File: src/rtl/assert_macros.svh
// Assertion macros shared by the modules of the random range generator.
`ifndef ASSERT_MACROS_SVH
`define ASSERT_MACROS_SVH

// Checks that a property holds at every clock edge outside of reset.
`define LRRG_ASSERT(label, prop, msg) \
  label: assert property (@(posedge clk) disable iff (rst) (prop)) else $error(msg);

// Checks that a condition holds at every clock edge outside of reset.
`define LRRG_ASSERT_ALWAYS(label, cond, msg) \
  `LRRG_ASSERT(label, cond, msg)

`endif

File: src/rtl/lrrg_pkg.sv
// Types, constants and the LFSR step function for the random range generator.
package lrrg_pkg;

  localparam int unsigned WORD_BITS = 32;
  localparam int unsigned COUNT_BITS = $clog2(WORD_BITS);

  localparam logic [WORD_BITS-1:0] TAP_MASK = 32'hB400_0001;
  localparam logic [WORD_BITS-1:0] SEED_SUBST = 32'hDEAD_BEEF;

  localparam logic [1:0] FUNC_RAW = 2'd0;
  localparam logic [1:0] FUNC_BELOW = 2'd1;
  localparam logic [1:0] FUNC_RANGE = 2'd2;

  typedef struct packed {
    logic load;
    logic step;
    logic write_out;
  } cmd_t;

  typedef struct packed {
    logic special;
  } sts_t;

  function automatic logic [WORD_BITS-1:0] lfsr_advance(input logic [WORD_BITS-1:0] s);
    logic [WORD_BITS-1:0] shifted;
    shifted = s >> 1;
    lfsr_advance = s[0] ? (shifted ^ TAP_MASK) : shifted;
  endfunction

endpackage

File: src/rtl/lrrg_ctrl.sv
// Controller state machine that sequences the load, the 32 steps and the output write.
`include "assert_macros.svh"

module lrrg_ctrl
  import lrrg_pkg::*;
(
  input  logic clk,
  input  logic rst,
  input  logic in_valid,
  output logic in_ready,
  output logic out_valid,
  input  logic out_ready,
  input  sts_t sts,
  output cmd_t cmd
);

  typedef enum logic [1:0] {
    S_IDLE,
    S_RUN,
    S_FINISH
  } state_t;

  state_t state;
  state_t state_next;
  logic [COUNT_BITS-1:0] count;
  logic [COUNT_BITS-1:0] count_next;
  logic out_valid_next;

  always_comb begin
    state_next = state;
    count_next = count;
    out_valid_next = out_valid;
    cmd = '0;
    in_ready = 1'b0;
    if (out_valid && out_ready) begin
      out_valid_next = 1'b0;
    end
    case (state)
      S_IDLE: begin
        in_ready = 1'b1;
        if (in_valid) begin
          cmd.load = 1'b1;
          count_next = '0;
          state_next = S_RUN;
        end
      end
      S_RUN: begin
        if (sts.special) begin
          state_next = S_FINISH;
        end else begin
          cmd.step = 1'b1;
          count_next = count + 1'b1;
          if (count == COUNT_BITS'(WORD_BITS - 1)) begin
            state_next = S_FINISH;
          end
        end
      end
      S_FINISH: begin
        if (!out_valid || out_ready) begin
          cmd.write_out = 1'b1;
          out_valid_next = 1'b1;
          state_next = S_IDLE;
        end
      end
      default: begin
        state_next = S_IDLE;
      end
    endcase
  end

  always_ff @(posedge clk) begin
    if (rst) begin
      state <= S_IDLE;
      count <= '0;
      out_valid <= 1'b0;
    end else begin
      state <= state_next;
      count <= count_next;
      out_valid <= out_valid_next;
    end
  end

  `LRRG_ASSERT(a_write_free, cmd.write_out |-> (!out_valid || out_ready),
    "Output word overwritten before it was taken.")
  `LRRG_ASSERT(a_valid_from_finish, $rose(out_valid) |-> $past(state == S_FINISH),
    "Output word appeared without a finished request.")

endmodule

File: src/rtl/lrrg_dp.sv
// Datapath with the LFSR, the bit-serial restoring divider and the output register.
`include "assert_macros.svh"

module lrrg_dp
  import lrrg_pkg::*;
(
  input  logic                 clk,
  input  logic                 rst,
  input  logic                 cfg_we,
  input  logic [WORD_BITS-1:0] cfg_wdata,
  input  logic [1:0]           func,
  input  logic [WORD_BITS-1:0] lower_bound,
  input  logic [WORD_BITS-1:0] upper_bound,
  input  cmd_t                 cmd,
  output sts_t                 sts,
  output logic [WORD_BITS-1:0] value
);

  logic [WORD_BITS-1:0] lfsr;
  logic [WORD_BITS-1:0] lfsr_next;
  logic [1:0]           op;
  logic                 special;
  logic [WORD_BITS-1:0] lo;
  logic [WORD_BITS-1:0] divisor;
  logic [WORD_BITS-1:0] rem;
  logic [WORD_BITS-1:0] acc;
  logic [WORD_BITS-1:0] span;
  logic                 in_special;
  logic [WORD_BITS:0]   trial;
  logic [WORD_BITS:0]   diff;
  logic [WORD_BITS-1:0] result;

  assign lfsr_next = lfsr_advance(lfsr);
  assign span = upper_bound - lower_bound + 1'b1;
  assign trial = {rem, lfsr_next[0]};
  assign diff = trial - {1'b0, divisor};

  always_comb begin
    case (func)
      FUNC_RAW:   in_special = 1'b0;
      FUNC_BELOW: in_special = (upper_bound == '0);
      FUNC_RANGE: in_special = (lower_bound > upper_bound) || (span == '0);
      default:    in_special = 1'b1;
    endcase
  end

  always_comb begin
    case (op)
      FUNC_RAW:   result = special ? '0 : acc;
      FUNC_BELOW: result = special ? '0 : rem;
      FUNC_RANGE: result = special ? lo : lo + rem;
      default:    result = '0;
    endcase
  end

  assign sts.special = special;

  always_ff @(posedge clk) begin
    if (rst) begin
      lfsr <= SEED_SUBST;
      op <= FUNC_RAW;
      special <= 1'b0;
    end else begin
      if (cfg_we) begin
        lfsr <= (cfg_wdata == '0) ? SEED_SUBST : cfg_wdata;
      end else if (cmd.step) begin
        lfsr <= lfsr_next;
      end
      if (cmd.load) begin
        op <= func;
        special <= in_special;
      end
    end
  end

  always_ff @(posedge clk) begin
    if (cmd.load) begin
      lo <= lower_bound;
      divisor <= (func == FUNC_RANGE) ? span : upper_bound;
      rem <= '0;
      acc <= '0;
    end else if (cmd.step) begin
      acc <= {acc[WORD_BITS-2:0], lfsr_next[0]};
      rem <= diff[WORD_BITS] ? trial[WORD_BITS-1:0] : diff[WORD_BITS-1:0];
    end
    if (cmd.write_out) begin
      value <= result;
    end
  end

  `LRRG_ASSERT_ALWAYS(a_lfsr_nonzero, lfsr != '0, "LFSR reached the all-zero state.")
  `LRRG_ASSERT(a_rem_below, (!special && op != FUNC_RAW && !cmd.load) |-> (rem < divisor),
    "Divider remainder is not below the divisor.")

endmodule

File: src/rtl/lfsr_random_range_generator_core.sv
// Top level of the LFSR random range generator: controller and datapath.
//
//   channel   signals                                               direction
//   request   in_valid in_ready func lower_bound upper_bound        in
//   result    out_valid out_ready value                             out
//   config    cfg_we cfg_wdata                                      in
//
// A request runs from acceptance to the result word in order: a load, then
// 32 steps of the LFSR with one restoring division step each, then a write of
// the output register. Requests that need no draw skip the steps.
// A configuration write loads the LFSR at once; reset loads 0xDEADBEEF.
// A result waiting on out_ready holds the next request in the final state.
module lfsr_random_range_generator_core
  import lrrg_pkg::*;
(
  input  logic                 clk,
  input  logic                 rst,
  input  logic                 cfg_we,
  input  logic [WORD_BITS-1:0] cfg_wdata,
  input  logic                 in_valid,
  output logic                 in_ready,
  input  logic [1:0]           func,
  input  logic [WORD_BITS-1:0] lower_bound,
  input  logic [WORD_BITS-1:0] upper_bound,
  output logic                 out_valid,
  input  logic                 out_ready,
  output logic [WORD_BITS-1:0] value
);

  cmd_t cmd;
  sts_t sts;

  lrrg_ctrl u_ctrl (
    .clk       (clk),
    .rst       (rst),
    .in_valid  (in_valid),
    .in_ready  (in_ready),
    .out_valid (out_valid),
    .out_ready (out_ready),
    .sts       (sts),
    .cmd       (cmd)
  );

  lrrg_dp u_dp (
    .clk         (clk),
    .rst         (rst),
    .cfg_we      (cfg_we),
    .cfg_wdata   (cfg_wdata),
    .func        (func),
    .lower_bound (lower_bound),
    .upper_bound (upper_bound),
    .cmd         (cmd),
    .sts         (sts),
    .value       (value)
  );

endmodule

File: config.mk
export PLATFORM = sky130hd
export DESIGN_NAME = lfsr_random_range_generator_core
export DESIGN_NICKNAME = d
export VERILOG_FILES = /design/src/rtl/lrrg_pkg.sv /design/src/rtl/lrrg_ctrl.sv /design/src/rtl/lrrg_dp.sv /design/src/rtl/lfsr_random_range_generator_core.sv
export VERILOG_INCLUDE_DIRS = /design/src /design/src/rtl
export SDC_FILE = /design/constraint.sdc
export NUM_CORES = 1
export LEC_CHECK = 0
export BUFFER_PORTS_ARGS = -buffer_cell sky130_fd_sc_hd__buf_2
export CAP_MARGIN = 15
export CELL_PAD_IN_SITES_DETAIL_PLACEMENT = 1
export CELL_PAD_IN_SITES_GLOBAL_PLACEMENT = 2
export CORE_MARGIN = 10
export CORE_UTILIZATION = 38
export CTS_BUF_LIST = sky130_fd_sc_hd__clkbuf_16
export DETAILED_ROUTE_END_ITERATION = 10
export GPL_ROUTABILITY_DRIVEN = 0
export PLACE_DENSITY = 0.87
export SETUP_SLACK_MARGIN = 0.5
export SYNTH_ARGS = -nofsm -noshare
export SYNTH_HDL_FRONTEND = slang
export SYNTH_HIERARCHICAL = 1
export SYNTH_SLANG_ARGS = --single-unit
File: constraint.sdc
create_clock -name clk -period 10 [get_ports clk]
set_clock_uncertainty 0.15 [all_clocks]
set_input_delay 2 -clock clk [delete_from_list [all_inputs] [get_ports clk]]
set_output_delay 2 -clock clk [all_outputs]
set_load 0.005 [all_outputs]
==> results_dict.tcl <==
set metrics [dict create \
    final_area_mm2 0.01732 \
    cts.repair.resized 0 \
    yosysWarnings 6 \
    crit_chain "buf_2 > inv_1 > ha_1 > inv_1 > ha_1 > fa_1 > and3_1 > o211ai_1 > a22o_1 > a31o_2 > a21oi_1 > a211oi_1 > o21bai_1 > a21o_1 > xnor2_1 > mux2_2" \
    core_area_mm2 0.03973 \
    max-slew-margin-rel 0.3669 \
    cts_tree "yes" \
    period_share 0.5147 \
    syn_avg_cell_area_um2 9.008 \
    cp.required_ns 10.15 \
    outcome "finished, final reports clean" \
    synth-edff-count 96 \
    clk-insertion-delay-late_ns 0.55 \
    ios 137 \
    clockBufferDepth 3 \
    grt_pass1_wl_um 75960 \
    reg2reg_slack_ns 5.63 \
    routed_wl_um 48070 \
    synth.most_common_cell "nor2_1" \
    port_buffers 136 \
    start_kind "input port" \
    clkSlewWorstSetupHoldPaths_ns 0.06 \
    route.met2.wl_um 21260 \
    ant_nets 0 \
    routedLengthMet1_um 23550 \
    p_per_area_mw_per_mm2 180.0 \
    critPathSlowestCell "fa_1" \
    htree_levels 1 \
    finalHoldViolations 0 \
    min_period_ns 5.147 \
    placed_cell_area_mm2 0.01640 \
    synth_top_area_cell "edfxtp_1" \
    synth_cell_type_count 90 \
    whs_endpoint "u_ctrl/count[4]$_SDFFE_PP0P_" \
    drc 0 \
    setup_viol 0 \
    synthTopCellsByArea "edfxtp_1 (19%), dfxtp_1 (14%), ha_1 (13%)" \
    area_growth_pct 13.64 \
    yosysTopAreaCellShare 0.1891 \
    numCtsBuffers 25 \
    cp-end-kind "register" \
    r2r_cells 13 \
    routedWlPerCell_um 20.53 \
    grt_usage 0.1950 \
    antenna_found_initial 0 \
    arrival_ns 5.29 \
    ys_ff_latch 203 \
    syn_area_mm2 0.01524 \
    async_reset_ff_frac 0 \
    p_leak_nw 7.502 \
    hp-start "u_ctrl/count[4]$_SDFFE_PP0P_" \
    grt_setup_unrepaired "false" \
    top_layer "met4" \
    clock-sinks 203 \
    ys_seq_area_frac 0.3297 \
    critPathMaxStageDelay_ns 0.41 \
    worst_slack_ns 4.853 \
    hold_depth 2 \
    hold_path.class "reg -> reg" \
    drv_cap 0 \
    hold_buffers 0 \
    drt_iter0_drc 796 \
    syn_inst 1692 \
    report.final.slew_viol_count 0 \
    die_area_mm2 0.04852 \
    first_pass_iters 7 \
    first_global_vias 13480 \
    timing.rr.end "u_dp/rem[8]$_SDFFE_PP0P_" \
    fmaxAchievable_ghz 0.1943 \
    post-cts-setup-buffers 0 \
    num_rows 73 \
    rr_startpoint "u_dp/lfsr[0]$_SDFFE_PP1P_" \
    grt_remaining_overflow 0 \
    path_max_fanout 3 \
    ir_drop_uv 127.7 \
    yosys-top-cells-count "nor2_1 (167), ha_1 (156), inv_1 (119), a21oi_1 (113), dfxtp_1 (107)" \
    via_count 13010 \
    grt_max_degree 134 \
    critical_path_class "in -> reg" \
    diodes 0 \
    start_util 0.3836 \
    die_h_um 220.3 \
    fin_tns_setup_ns 0 \
    dr_wl_met3_um 1976 \
    layout-drive-gt1-share 0.1399 \
    vias_per_cell 5.559 \
    dpl_worst_slack_ns 4.327 \
    syn_nets 1955 \
    cts_root_buf "clkbuf_16" \
    dpl.hpwl_um 37360 \
    tightest_slew_ns 0.9497 \
    finalNetCount 2060 \
    ys.flop_type "dfxtp_1" \
    die_w_um 220.3 \
]
## worst max-delay path: cells and delay by family
family | cells | cell delay [ns]
AOI/OAI and AO/OA | 7 | 1.54
adders and majority gates | 3 | 0.91
muxes | 1 | 0.28
buffers and inverters | 3 | 0.24
and+or+nand+nor | 1 | 0.18
xor gates and xnor gates | 1 | 0.15
## report_power, final
part	switching (mW)	leakage [nW]	internal [mW]	total, mW
combinational	0.620	5.25	0.448	1.07
sequential	0.0796	1.79	0.941	1.02
clock	0.390	0.460	0.639	1.03
total	1.09	7.50	2.03	3.12
## state kept, by name (all words and copies together), names as in the netlist
name	cells
u_dp/divisor	32
u_ctrl/state	2
u_dp/value	32
u_dp/rem	32
u_ctrl/count	5
u_ctrl/out_valid	1
u_dp/lfsr	32
u_dp/acc	32
u_dp/sts	1
u_dp/op	2
u_dp/lo	32
## cell type report
type	instances	area (um2)
clock buffer	25	625.6
clock inverter	21	294.0
fill	4663	22410
inverter	119	446.7
multi-input combinational	1301	9493
sequential	203	5027
tap	525	656.9
timing repair buffer	147	775.7
## placed cells by master, fill, tap and decap left out, types with 11 or more instances in the layout
cell type	netlist	final
nand3_1	34	34
o22ai_1	27	27
inv_1	119	123
and3_1	22	22
a21oi_1	113	113
nor4_1	18	18
xor2_1	26	26
a31oi_1	11	11
mux2i_1	95	95
nand2b_1	42	42
o21ai_0	86	86
ha_1	156	156
a211oi_1	35	35
nor2b_1	18	16
edfxtp_1	96	96
nor2_1	167	167
nor3_1	19	19
dfxtp_1	107	105
o21a_1	18	18
mux2_2	29	29
xnor2_1	58	58
buf_2	4	136
o21ai_1	11	11
nand4_1	19	19
clkbuf_16	0	25
nand2_1	85	85
a21o_1	58	58
## cells by family after synthesis
family	count (synthesis)	synth area share
buf+inv	188	0.04885
mux	124	0.08382
fa+ha+maj	160	0.1333
simple gates	468	0.1512
flops	203	0.3297
compound gates	464	0.2038
xor+xnor	85	0.04934
## layer usage
layer  up-vias  GRT usage
met2       281     0.3112
li1       6379          -
met4         0    0.05433
met1      6279     0.2731
met5         -          0
met3        74    0.02226
## how the worst max path moves through the flow
stage | cells past startpoint | end | start | slack (ns)
floorplan | 11 | u_dp/sts$_SDFFE_PP0P_ | in_valid | 4.13
CTS | 16 | u_dp/divisor[31]$_DFFE_PP_ | upper_bound[1] | 4.89
finish | 16 | u_dp/divisor[31]$_DFFE_PP_ | upper_bound[1] | 4.85
global placement | 16 | u_dp/sts$_SDFFE_PP0P_ | upper_bound[1] | 4.41
detailed placement | 16 | u_dp/divisor[31]$_DFFE_PP_ | upper_bound[1] | 4.33
global route | 16 | u_dp/sts$_SDFFE_PP0P_ | upper_bound[1] | 4.64
## metrics by stage
step	utilization	hold slack [ns]	instances	power, mW
after floorplan	-	0.3096	1692	1.816
after global routing	0.4359	0.3843	2341	3.303
after global placement	0.4128	0.3249	2295	2.059
after detailed placement	0.4128	0.3417	2295	2.086
final	0.4359	0.3509	2341	3.118
after CTS	0.4359	0.3566	2341	3.133
No activity file was read; power rests on OpenSTA's default activity.
